[src/hw/rtl/ils_pkg.sv]
`default_nettype none

package ils_pkg;

	localparam int CAPACITY = 256;

	localparam int ACTION_W = 3;
	localparam int INDEX_W  = 9;
	localparam int VALUE_W  = 64;
	localparam int COUNT_W  = 9;

	// internal widths follow the capacity
	localparam int CNT_W = $clog2(CAPACITY + 1);
	localparam int IDX_W = $clog2(CAPACITY);
	localparam int POS_W = (CNT_W > INDEX_W) ? CNT_W : INDEX_W;

	// read-out OR tree: groups of cells reduced and registered, then the groups
	localparam int GRP  = 16;
	localparam int NGRP = (CAPACITY + GRP - 1) / GRP;

	typedef enum logic [ACTION_W-1:0] {
		ACT_GET        = 3'd0,
		ACT_SET        = 3'd1,
		ACT_INSERT     = 3'd2,
		ACT_EXTRACT    = 3'd3,
		ACT_PUSH_BACK  = 3'd4,
		ACT_PUSH_FRONT = 3'd5,
		ACT_POP_BACK   = 3'd6,
		ACT_POP_FRONT  = 3'd7
	} act_t;

	typedef enum logic [1:0] {
		OP_NONE,
		OP_WRITE,
		OP_INSERT,
		OP_EXTRACT
	} op_t;

	typedef struct packed {
		op_t               op;
		logic [POS_W-1:0]  pos;
		logic [VALUE_W-1:0] value;
		logic              rd;
	} cmd_t;

endpackage

`default_nettype wire

[src/hw/rtl/ils_ctrl.sv]
`default_nettype none

module ils_ctrl
	import ils_pkg::*;
(
	input  wire logic [ACTION_W-1:0] action,
	input  wire logic [INDEX_W-1:0]  index,
	input  wire logic [VALUE_W-1:0]  value,
	input  wire logic [CNT_W-1:0]    count,
	output cmd_t                     cmd,
	output logic                     ok,
	output logic [CNT_W-1:0]         count_nxt
);

	logic [POS_W-1:0] cnt_ext;
	logic [POS_W-1:0] idx_ext;
	logic             full;
	logic             empty;
	logic             in_range;
	act_t             act;

	assign cnt_ext  = POS_W'(count);
	assign idx_ext  = POS_W'(index);
	assign full     = (count == CNT_W'(CAPACITY));
	assign empty    = (count == '0);
	assign in_range = (idx_ext < cnt_ext);
	assign act      = act_t'(action);

	always_comb begin
		ok        = 1'b0;
		cmd.op    = OP_NONE;
		cmd.pos   = idx_ext;
		cmd.value = value;
		cmd.rd    = 1'b0;
		count_nxt = count;
		unique case (act)
			ACT_GET: begin
				ok     = in_range;
				cmd.rd = in_range;
			end
			ACT_SET: begin
				ok = in_range;
				if (in_range)
					cmd.op = OP_WRITE;
			end
			ACT_INSERT, ACT_PUSH_BACK, ACT_PUSH_FRONT: begin
				if (act == ACT_PUSH_BACK)
					cmd.pos = cnt_ext;
				else if (act == ACT_PUSH_FRONT)
					cmd.pos = '0;
				ok = !full && (act != ACT_INSERT || idx_ext <= cnt_ext);
				if (ok) begin
					cmd.op    = OP_INSERT;
					count_nxt = count + CNT_W'(1);
				end
			end
			ACT_EXTRACT, ACT_POP_BACK, ACT_POP_FRONT: begin
				if (act == ACT_POP_BACK)
					cmd.pos = cnt_ext - POS_W'(1);
				else if (act == ACT_POP_FRONT)
					cmd.pos = '0;
				ok = (act == ACT_EXTRACT) ? in_range : !empty;
				if (ok) begin
					cmd.op    = OP_EXTRACT;
					cmd.rd    = 1'b1;
					count_nxt = count - CNT_W'(1);
				end
			end
			default: ;
		endcase
	end

endmodule

`default_nettype wire

[config.mk]
export PLATFORM = sky130hd
export DESIGN_NAME = ils_ctrl
export DESIGN_NICKNAME = d
export VERILOG_FILES = /design/src/hw/rtl/ils_pkg.sv /design/src/hw/rtl/ils_ctrl.sv
export SDC_FILE = /design/constraint.sdc
export NUM_CORES = 1
export LEC_CHECK = 0
export ABC_AREA = 0
export ABC_CLOCK_PERIOD_IN_PS = 3300
export BUFFER_PORTS_ARGS = -buffer_cell sky130_fd_sc_hd__buf_2
export CAP_MARGIN = 5
export CORE_MARGIN = 2
export CORE_UTILIZATION = 35
export DETAILED_ROUTE_END_ITERATION = 8
export PLACE_DENSITY_LB_ADDON = 0.1
export SLEW_MARGIN = 10
export SYNTH_ARGS = -nofsm -noshare
export SYNTH_HDL_FRONTEND = slang
export SYNTH_SLANG_ARGS = --single-unit
[constraint.sdc]
create_clock -name vclk -period 3.3
set_input_delay 0.66 -clock vclk [all_inputs]
set_output_delay 0.66 -clock vclk [all_outputs]
set_load 0.005 [all_outputs]
======== Word-level counts from Yosys, hierarchy flattened ========
Index checks and enable logic that the tools add are counted.
operators by class
  $mul .................................... 0
  reduce and logical (&&, ||, !) cells .... 9
  $lt $le $gt $ge ......................... 2
  add/sub/neg operators ................... 2
  divide/modulo/power cells ............... 0
  equal/unequal tests ..................... 9
  mux-type cells .......................... 16
  shifts and indexed selects .............. 0
  bitwise gates (word level) .............. 0
operators with widths
  operator             number
  $mux 9               6
  $pmux 9 s2           2
  $eq 3x3->1 const B   4
  $add 9x1->9 const B  1
  $eq 9x9->1 const B   1
  $le 9x9->1           1
  $logic_not 9->1      1
  $lt 9x9->1           1
  $sub 9x1->9 const B  1
  $eq 3x2->1 const B   2
  $pmux 2 s3           1
  $reduce_or 3->1      2
  $mux 2               2
  $eq 3x1->1 const B   1
  $logic_not 3->1      1
  $mux 1               3
  $ne 3x2->1 const B   1
  $pmux 1 s3           1
  $logic_not 1->1      2
  $pmux 1 s2           1
  $reduce_or 2->1      1
  $logic_and 1x1->1    1
  $logic_or 1x1->1     1
word-level totals
  RAM bits ................................ 0
  word-level logic and storage cells ...... 38
  register bits after elaboration ......... 0
  memories ................................ 0
  latch bits .............................. 0
  memory bits (read-only) ................. 0

======== Depth between registers and ports, before layout ========
  depth in word-level cells ............... 5
  gate-level depth with buffers ........... 8
  mapped depth without buffers ............ 8

======== Worst setup path after synthesis ========
Ideal clock, no wire load.
  path kind ............................... input port to output port
  from .................................... input count[1]
  to ...................................... output count_nxt[6]
  path slack .............................. 0.343 ns
  cell stages on the path ................. 7
  buffers on the path ..................... 0
  data arrival time ....................... 2.297 ns
  required time ........................... 2.640 ns
  cell sequence ........................... inv_1 > ha_1 > or3b_2 > nor3_2 > o32ai_1 > a32o_2 > xnor2_1
on the way
  longest elaborated chain between the ends .. 5
RTL lines
  item                                                line                            text
  from (decl)                                         ils_ctrl.sv:9                   input wire logic [CNT_W-1:0] count,
  $le 9x9->1 (tied with other cells)                  ils_ctrl.sv:51                  ok = !full && (act != ACT_INSERT || idx_ext <= cnt_ext);
  $logic_or 1x1->1 (tied with other cells)            ils_ctrl.sv:51
  $logic_and 1x1->1 / $mux 1 (equally long branches)  ils_ctrl.sv:51, ils_ctrl.sv:62
  $mux 9, on equally long branches                    ils_ctrl.sv:52, ils_ctrl.sv:63
  $pmux 9 s2 (*)                                      ils_ctrl.sv:36                  unique case (act)
  to (decl)                                           ils_ctrl.sv:12                  output logic [CNT_W-1:0] count_nxt
Mark *: on every way between the ends. The rest lies on a longest branch, timed or not.

======== Worst setup path in the final report ========
  from .................................... input count[7]
  to ...................................... output count_nxt[5]
The elaborated chain is that of the path after synthesis.

==> impl_metrics.json <==
{
  "vias": 1462,
  "grt_pass1_wl_mm": 6.41,
  "placed_cells": 264,
  "fin_nets": 315,
  "endpoint": "count_nxt[5]",
  "cp-startpoint": "count[7]",
  "antenna_found_initial": 0,
  "fp-row-count": 23,
  "start_kind": "input port",
  "rsz0062_at_grt": "yes",
  "syn-num-nets": 307,
  "cp_max_fo": 4,
  "dr.pass1.iters": 4,
  "start_util_pct": 36.3,
  "syn_inst": 211,
  "fin_tns_setup_ns": 0,
  "power_mw": 0.222,
  "grt.overflow.total": 0,
  "antennaDiodeCount": 0,
  "drive_above_1_share_pct": 50.7,
  "crit_buf_inv": 3,
  "grt_pass1_vias": 1340,
  "dp.final_hpwl_mm": 3.68,
  "hold_path_class": "in -> out",
  "critPathTopFamily": "simple AND/OR/NAND/NOR gates",
  "grt_start_max_net_pins": 17,
  "seqCellArea_sq_um": 0,
  "synth_area_per_cell_sq_um": 6.83,
  "holdBufCountCts": 0,
  "synthTopCellsByCount": "buf_4, inv_1, xnor2_1",
  "stdcell_count": 267,
  "die_w_um": 68.2,
  "leakagePower_nw": 0.736,
  "crit_top_cell": "buf_2",
  "cp_slowest_cell": "or4_4",
  "synth_area_leader_cell": "buf_4",
  "ioPinCount": 171,
  "max_cap_viol_count": 0,
  "wl_mm": 4.46,
  "dieArea_sq_mm": 0.00465,
  "ant_nets": 0,
  "status": "finished clean",
  "p_per_area_mw_per_mm2": 138,
  "yosysMostFrequentCell": "buf_4",
  "relSlewSlack_pct": 64.6,
  "slew_viol_final": 0,
  "critPathMaxStageDelay_ns": 0.58,
  "cp_num_cells": 9,
  "seq_cell_count": 0,
  "critPathArrivalTime_ns": 2.59,
  "dpl-instance-area_sq_mm": 0.00143,
  "vdd_drop_max_mv": 0.0506,
  "tightest_slew_ns": 0.527,
  "crit_chain": "buf_2, buf_4, or4_4, nor3_4, o32a_4, nor2_2, nor4_2, o21ai_1, buf_2",
  "hold_viol": 0,
  "die_h_um": 68.2,
  "coreArea_sq_mm": 0.00397,
  "syn_to_final_growth_pct": 11.5,
  "synth-seq-area-share_pct": 0,
  "fmax_mhz": 308,
  "clock_buffers": 0,
  "grt_usage_pct": 17.7,
  "finalCriticalPeriod_ns": 3.25,
  "drcViolationCount": 0,
  "crit_required_ns": 2.64,
  "synth.distinct_cells": 44,
  "setup_viol_count_final": 0,
  "fillers": 431,
  "utilization_pct": 40.5,
  "synthTopCellsByArea": "buf_4, ha_1, xnor2_1, inv_1, o22ai_1",
  "critPathKind": "in -> out",
  "multi_input_area_sq_mm": 0.00102,
  "wl_per_cell_um": 16.7,
  "end_kind": "primary output",
  "min_period_over_period_pct": 98.5,
  "yosys_warnings": 0,
  "vias_per_cell": 5.48,
  "drt_iter0_markers": 42,
  "portBuffers": 43,
  "syn-cell-area_sq_mm": 0.00144,
  "gp_congestion": 0.905,
  "synth_top_area_share_pct": 33.3,
  "final_area_sq_mm": 0.00161
}
==> through the flow <==
step	setup WS (ns)	hold WS, ns
final	0.0494	1.32
after global routing	-0.0581	1.32
after CTS	0.0265	1.32
after detailed placement	-0.0932	1.32
after global placement	-0.104	1.32
after floorplan	0.343	1.38
==> worst min path at each step <==
stage,depth (start not counted),slack (ns),start,endpoint
floorplan,1,1.38,count[2],count_nxt[2]
global placement,0,1.32,value[9],cmd[10]
detailed placement,0,1.32,value[9],cmd[10]
CTS,0,1.32,value[9],cmd[10]
global route,0,1.32,value[25],cmd[26]
finish,0,1.32,value[24],cmd[25]
==> repair_timing <==
item	4_1_cts	5_1_grt
buffers inserted	0	3
endpoints found under the setup margin	5	13
cloned	0	0
pin swaps	1	16
gates resized for setup	3	32
==> power breakdown <==
part           total [mW]  internal [mW]  switching (mW)
clock                   0              0               0
sequential              0              0               0
combinational       0.222          0.107           0.115
total               0.222          0.107           0.115
==> logic make-up (layout without fill, tap and decap cells) <==
family	Yosys count	count (layout)	share of synthesized area [%]
AOI/OAI and AO/OA	45	45	21.2
xor gates and xnor gates	13	13	7.90
adders and majority gates	11	11	9.55
buffers and inverters	88	94	39.7
muxes	2	2	1.56
and+or+nand+nor	52	52	20.1
==> cell usage in the layout, fill, tap and decap left out, types with 4 or more instances in the layout <==
cell     instances
nand3_1          9
ha_4             4
buf_2           43
inv_1           15
a21oi_1          4
xnor2_1         13
ha_1             6
buf_4           30
nand2_1         11
o22ai_1         10
inv_2            4
and3_1           4
o21ai_0          9
==> cell type report <==
type,count,share of cell area (%)
Multi-Input combinational cell,123,63.2
Timing Repair Buffer,74,28.1
Inverter,20,4.82
Tap cell,50,3.89
==> per-layer routing <==
metal	global-route usage (%)	share of wire (%)	up-vias
met1	23.2	41	672
met5	0	0	-
li1	-	-	687
met2	29.4	48	75
met3	2.30	8.0	28
met4	6.50	3.1	0
No activity file was read; power rests on OpenSTA's default activity.
