<file path="config.mk">
export PLATFORM = sky130hd
export DESIGN_NAME = ils_cell
export DESIGN_NICKNAME = d
export VERILOG_FILES = /design/src/hw/rtl/ils_pkg.sv /design/src/hw/rtl/ils_cell.sv
export SDC_FILE = /design/constraint.sdc
export NUM_CORES = 1
export LEC_CHECK = 0
export ABC_AREA = 1
export BUFFER_PORTS_ARGS = -buffer_cell sky130_fd_sc_hd__buf_2
export CAP_MARGIN = 25
export CORE_AREA = 2 2 133 135
export CTS_CLUSTER_DIAMETER = 60
export DETAILED_ROUTE_END_ITERATION = 10
export DIE_AREA = 0 0 135 137
export RECOVER_POWER = 25
export SETUP_SLACK_MARGIN = 0.15
export SYNTH_ARGS = -nofsm -noshare
export SYNTH_HDL_FRONTEND = slang
export SYNTH_SLANG_ARGS = --single-unit
</file>
<file path="constraint.sdc">
create_clock -name clk -period 10.71 [get_ports clk]
set_input_delay 0.5355 -clock clk [delete_from_list [all_inputs] [get_ports clk]]
set_output_delay 0.5355 -clock clk [all_outputs]
set_load 0.05 [all_outputs]
</file>
<file path="src/hw/rtl/ils_pkg.sv">
`default_nettype none

package ils_pkg;

	localparam int CAPACITY = 256;

	localparam int ACTION_W = 3;
	localparam int INDEX_W  = 9;
	localparam int VALUE_W  = 64;
	localparam int COUNT_W  = 9;

	// internal widths follow the capacity
	localparam int CNT_W = $clog2(CAPACITY + 1);
	localparam int IDX_W = $clog2(CAPACITY);
	localparam int POS_W = (CNT_W > INDEX_W) ? CNT_W : INDEX_W;

	// read-out OR tree: groups of cells reduced and registered, then the groups
	localparam int GRP  = 16;
	localparam int NGRP = (CAPACITY + GRP - 1) / GRP;

	typedef enum logic [ACTION_W-1:0] {
		ACT_GET        = 3'd0,
		ACT_SET        = 3'd1,
		ACT_INSERT     = 3'd2,
		ACT_EXTRACT    = 3'd3,
		ACT_PUSH_BACK  = 3'd4,
		ACT_PUSH_FRONT = 3'd5,
		ACT_POP_BACK   = 3'd6,
		ACT_POP_FRONT  = 3'd7
	} act_t;

	typedef enum logic [1:0] {
		OP_NONE,
		OP_WRITE,
		OP_INSERT,
		OP_EXTRACT
	} op_t;

	typedef struct packed {
		op_t               op;
		logic [POS_W-1:0]  pos;
		logic [VALUE_W-1:0] value;
		logic              rd;
	} cmd_t;

endpackage

`default_nettype wire

</file>
<file path="src/hw/rtl/ils_cell.sv">
`default_nettype none

module ils_cell
	import ils_pkg::*;
(
	input  wire logic               clk,
	input  wire logic               en,
	input  wire logic [IDX_W-1:0]   idx,
	input  cmd_t                    cmd,
	input  wire logic [VALUE_W-1:0] left,
	input  wire logic [VALUE_W-1:0] right,
	output logic [VALUE_W-1:0]      data,
	output logic [VALUE_W-1:0]      rd_data
);

	logic [VALUE_W-1:0] data_q;
	logic [VALUE_W-1:0] data_nxt;
	logic [POS_W-1:0]   me;
	logic               hit;
	logic               above;

	assign me    = POS_W'(idx);
	assign hit   = (me == cmd.pos);
	assign above = (me > cmd.pos);

	always_comb begin
		data_nxt = data_q;
		unique case (cmd.op)
			OP_WRITE: begin
				if (hit)
					data_nxt = cmd.value;
			end
			OP_INSERT: begin
				if (above)
					data_nxt = left;
				else if (hit)
					data_nxt = cmd.value;
			end
			OP_EXTRACT: begin
				if (above || hit)
					data_nxt = right;
			end
			default: ;
		endcase
	end

	always_ff @(posedge clk) begin
		if (en)
			data_q <= data_nxt;
	end

	assign data    = data_q;
	// old contents, seen by the read tree in the same cycle as the shift
	assign rd_data = (cmd.rd && hit) ? data_q : '0;

endmodule

`default_nettype wire
</file>
-- Word-level counts from Yosys, hierarchy flattened
Index checks and enable logic that the tools add are counted.
- register bits after elaboration: 64
- input port bits: 214
- output and inout bits: 128
- logic and storage cells: 16
- order comparisons: 1
- equal/unequal tests: 5
- muxes and demuxes: 5
- reductions and logical operators: 4
- operator list (kind ; count):
    $mux W64 ; 4
    $pmux W64 S3 ; 1
    $eq A8 B9 Y1 ; 1
    $gt A8 B9 Y1 ; 1
    $eq A2 B2 Y1 const B ; 2
    $reduce_and A3 Y1 ; 1
    $reduce_bool A3 Y1 ; 1
    $eq A2 B1 Y1 const B ; 1
    $ne A2 B2 Y1 const B ; 1
    $logic_and A1 B1 Y1 ; 1
    $logic_or A1 B1 Y1 ; 1

-- Depth between registers and ports, before layout
- depth in word-level cells: 4
- gate-level depth with buffers: 14
- depth with buffers taken out: 12

-- Worst setup path before layout
No wires, ideal clock.
- path kind: input -> register
- start point: input cmd[71] in the netlist's numbering
- end point: register data_q[0] (netlist: data[0]) (enable)
- library setup time: 0.507 ns
- arrival time: 4.653 ns
- data required time: 10.203 ns
- setup slack: 5.549 ns
- stages: 9
- path buffers: 1
- cells stage by stage: inv_1 ha_1 nand2_1 nor2_1 nand3b_1 nand3_2 clkbuf_1 nor2_1 a21oi_1
- word-level cells in the longest chain between the ends: 4
- elaborated cells between the ends (all ways): 5
- those cells by class: 1 x order compare; 2 x eq/ne; 2 x reduce/logical
- ends and longest elaborated chain (item ; line ; text):
    start, declared ; ils_cell.sv:9 ; input cmd_t cmd,
    $gt A8 B9 Y1 / $eq A8 B9 Y1 (equally long branches) ; ils_cell.sv:24, ils_cell.sv:23 ;
    $logic_or A1 B1 Y1 * ; ils_cell.sv:40 ; if (above || hit)
    $ne A2 B2 Y1 (no source line) * ; -- ;
    $reduce_and A3 Y1 (no source line) * ; -- ;
    end signal, assigned ; ils_cell.sv:49 ; data_q <= data_nxt;
    end, declared ; ils_cell.sv:16 ; logic [VALUE_W-1:0] data_q;
Every way passes the cells marked *; elsewhere a longest branch is shown, timed or not.
A chain may end at the register's enable or synchronous reset.

-- Final worst setup path
- start point: input idx[2]
- end point: output rd_data[52]
- word-level cells in the longest chain between the ends: 3
- ends and longest elaborated chain (item ; line ; text):
    start, declared ; ils_cell.sv:8 ; input wire logic [IDX_W-1:0] idx,
    $eq A8 B9 Y1 ; ils_cell.sv:23 ; assign hit = (me == cmd.pos);
    $logic_and A1 B1 Y1 ; ils_cell.sv:54 ; assign rd_data = (cmd.rd && hit) ? data_q : '0;
    $mux W64 ; ils_cell.sv:54 ;
    end, declared ; ils_cell.sv:13 ; output logic [VALUE_W-1:0] rd_data
Every way passes these cells.

==> out/results.tsv <==
stage	metric	value	unit
run_status	status	complete, no violations	
clocking	Setup Buffers After CTS	0	
power	Leak	0.00401	uW
power	Flop pwr share	36.8	%
synth	Synth Area in Simple Gates	37.6	%
detailed_routing	detailed router's first-iteration violation count	302	
synth	XOR/XNOR Fraction of Synth Area	0	%
power	Sw Share	32.8	%
clocking	Clock Pin Slew Worst Setup and Hold Paths	0.05	ns
sta	setup TNS	0	ns
detailed_routing	post-route antenna net violation count	0	
worst_hold_path	WHS Path Cells	5	
synth	adder-cell share of the synthesized area	2.40	%
worst_setup_path	Critical Path Max Stage Delay	0.58	ns
cells_and_area	Area Growth Syn to Fin	38.7	%
global_routing	global-route wire length before repair	27.3	mm
worst_setup_path	CP cell instances	buf_2 > ha_1 > nand3_1 > nor2_1 > nand2_1 > clkinv_2 > nand2_4 > nor2_1 > buf_2	
clocking	Root Driver	clkbuf_16	
synth	mapped cell area	0.00522	sq mm
synth	Mean Syn Cell Area	6.40	sq um
cells_and_area	max reg flops	64	
detailed_routing	total routed wirelength	18.5	mm
global_routing	total grt overflow	0	
sta	hold violation count in the final report	0	
detailed_routing	routed vias/inst	4.52	
sta	Setup-failing EPs final	0	
global_routing	initial antenna violation count	2	
clocking	clock buffer depth	2	
power	Comb power frac	27.0	%
sta	post-route clock period utilization	35.6	%
sta	final clock skew	0	ns
placement	port buffer count	341	
detailed_routing	DR vias	6124	
worst_setup_path	Worst EP arrival	3.27	ns
power	peak supply drop	0.0603	mV
synth	Post-Synthesis Net Count	1040	
cells_and_area	most frequent cells in the layout	buf_2, nand2_1, inv_1	
cells_and_area	most common cell after layout, fill and taps aside	buf_2	
floorplan	Initial Util	30.6	%
worst_setup_path	Register-to-Register Path Depth	4	
placement	RePlAce Congestion	0.843	
worst_setup_path	critical path's top delay family	simple AND/OR/NAND/NOR gates	
worst_setup_path	Setup crit start kind	input pin	
synth	synth warn	0	
power	internal cell power	579	uW
placement	hpwl dp	13.8	mm
clocking	clock sink total	64	
detailed_routing	DRT Pass-1 Iters	5	
sta	slew at the pin closest to its max-slew limit	0.835	ns
global_routing	vias in the first global route	5504	
detailed_routing	DRC	0	
worst_setup_path	CP Class	input pin to primary output	
floorplan	Die ar.	0.0185	sq mm
synth	Compound-Gate Fraction of Synth Area	6.74	%
sta	Max Slew Vio Count	0	
clocking	TritonCTS clock tree	yes	
sta	Min Hold Slack	0.557	ns
power	Pwr Density	119	mW/mm^2
clocking	H-tree levels	3	
global_routing	largest net degree at the start of global routing	67	
synth	register area share after synthesis	36.8	%
worst_setup_path	critical path's slowest cell	nand2_4	
detailed_routing	routed len/inst	13.7	microns
cells_and_area	fillers	1907	
clocking	Worst-Skew Late Latency	0.31	ns
floorplan	# rows	48	
worst_hold_path	Min-Delay Path Class	input pin to flip-flop	
clocking	Hold Buf Count CTS	0	
clocking	TritonCTS Buffers	9	
global_routing	GRT Util Overall	18.7	%
floorplan	core area	0.0171	sq mm
sta	Highest Clock Rate	262	MHz
power	Clk pwr share	36.2	%
sta	min Tclk post-route	3.81	ns
sta	RSZ-0062 raised after global routing	no	
floorplan	Die Wd	135	microns
clocking	CTS resizes	0	
synth	largest family of logic cells by synthesized area	simple AND/OR/NAND/NOR gates	
cells_and_area	layout cells sized above 1	27.5	%
synth	Synth cell types	20	
cells_and_area	layout net count	1347	
flow_run	MaxCap Viol Count	0	
power	NetSw	282	uW
synth	mux cell area share after synthesis	0	%
sta	Slew HR	44.4	%
worst_setup_path	Worst Path Required	10.17	ns
worst_setup_path	worst-path fanout max	65	
synth	Synth Register Bits	64	
synth	Gate Count Post-Synth	816	
floorplan	io pins	342	
worst_setup_path	Worst Setup End Kind	primary output	
floorplan	die height	137	microns
worst_setup_path	CP Buf/Inv Count	3	
worst_setup_path	CP Depth	9	
[power groups by stage]
stage / Combinational (uW) / Clock (uW) / Sequential, uW
6_report: 232 / 312 / 317
3_3_place_gp: 235 / 0 / 321
2_1_floorplan: 89.4 / 0 / 387
3_5_place_dp: 237 / 0 / 321
4_1_cts: 237 / 322 / 316
5_1_grt: 255 / 333 / 319
[final cells by class]
cell class	count	area, sq um	area share, %
Antenna cell	2	5.00	0.0691
Clock inverter	7	95.1	1.31
Sequential cell	64	1920	26.5
Tap cell	225	282	3.89
Timing Repair Buffer	349	1700	23.5
Multi-Input combinational cell	553	2460	34.0
Clock buffer	9	225	3.11
Inverter	146	549	7.59
[cell families (layout without fill, tap and decap cells)]
group | after synthesis | after routing
compound gates | 69 | 69
simple gates | 474 | 474
fa+ha+maj | 10 | 10
other cells | 0 | 2
flops | 64 | 64
buf+inv | 199 | 511
[worst min-delay path, stage by stage]
cell     delay (ns)
buf_2          0.07
nand2_1        0.04
nand2_1        0.05
inv_1          0.03
nand2_1        0.04
[through the flow]
stage          instances  utilization, %  power [uW]  worst slack [ns]  cell area, sq um
3_3_place_gp        1336            40.9         556              6.78              6970
6_report            1355            42.4         861              6.90              7240
5_1_grt             1354            42.4         906              6.72              7240
4_1_cts             1352            42.8         875              6.91              7290
3_5_place_dp        1336            40.9         558              6.72              6970
2_1_floorplan        816               -         477              5.55              5220
[synth_stat cells]
master,instances,share of area (%)
a21boi_1,1,0.14
a21oi_1,2,0.19
a21oi_2,1,0.17
buf_2,23,2.2
buf_4,8,1.2
buf_6,7,1.5
clkbuf_1,15,1.1
edfxtp_1,64,37
ha_1,10,2.4
inv_1,144,10
inv_2,2,0.14
nand2_1,270,19
nand2_2,1,0.12
nand2_4,1,0.22
nand3_1,130,12
nand3_2,1,0.19
nand3b_1,1,0.14
nor2_1,70,5.0
o21ai_0,53,5.1
o21ai_1,12,1.2
[final timing paths]
| path | slack [ns] | end | startpoint |
|---|---|---|---|
| min | 0.56 | data[6] | right[6] |
| max | 6.90 | rd_data[52] | idx[2] |
| min reg2reg | 0.77 | data[43] | data[43] |
| max reg2reg | 9.65 | data[26] | data[26] |
[per-layer routing]
metal	track usage [%]	part of all wire (%)	wire length, microns	up-vias
li1	-	-	-	3157
met1	22.7	42	7740	2710
met2	33.6	50	9260	239
met3	2.85	6.6	1220	18
met4	6.71	1.7	323	0
met5	0	0	0	-
Power figures use the tool's default switching activity.
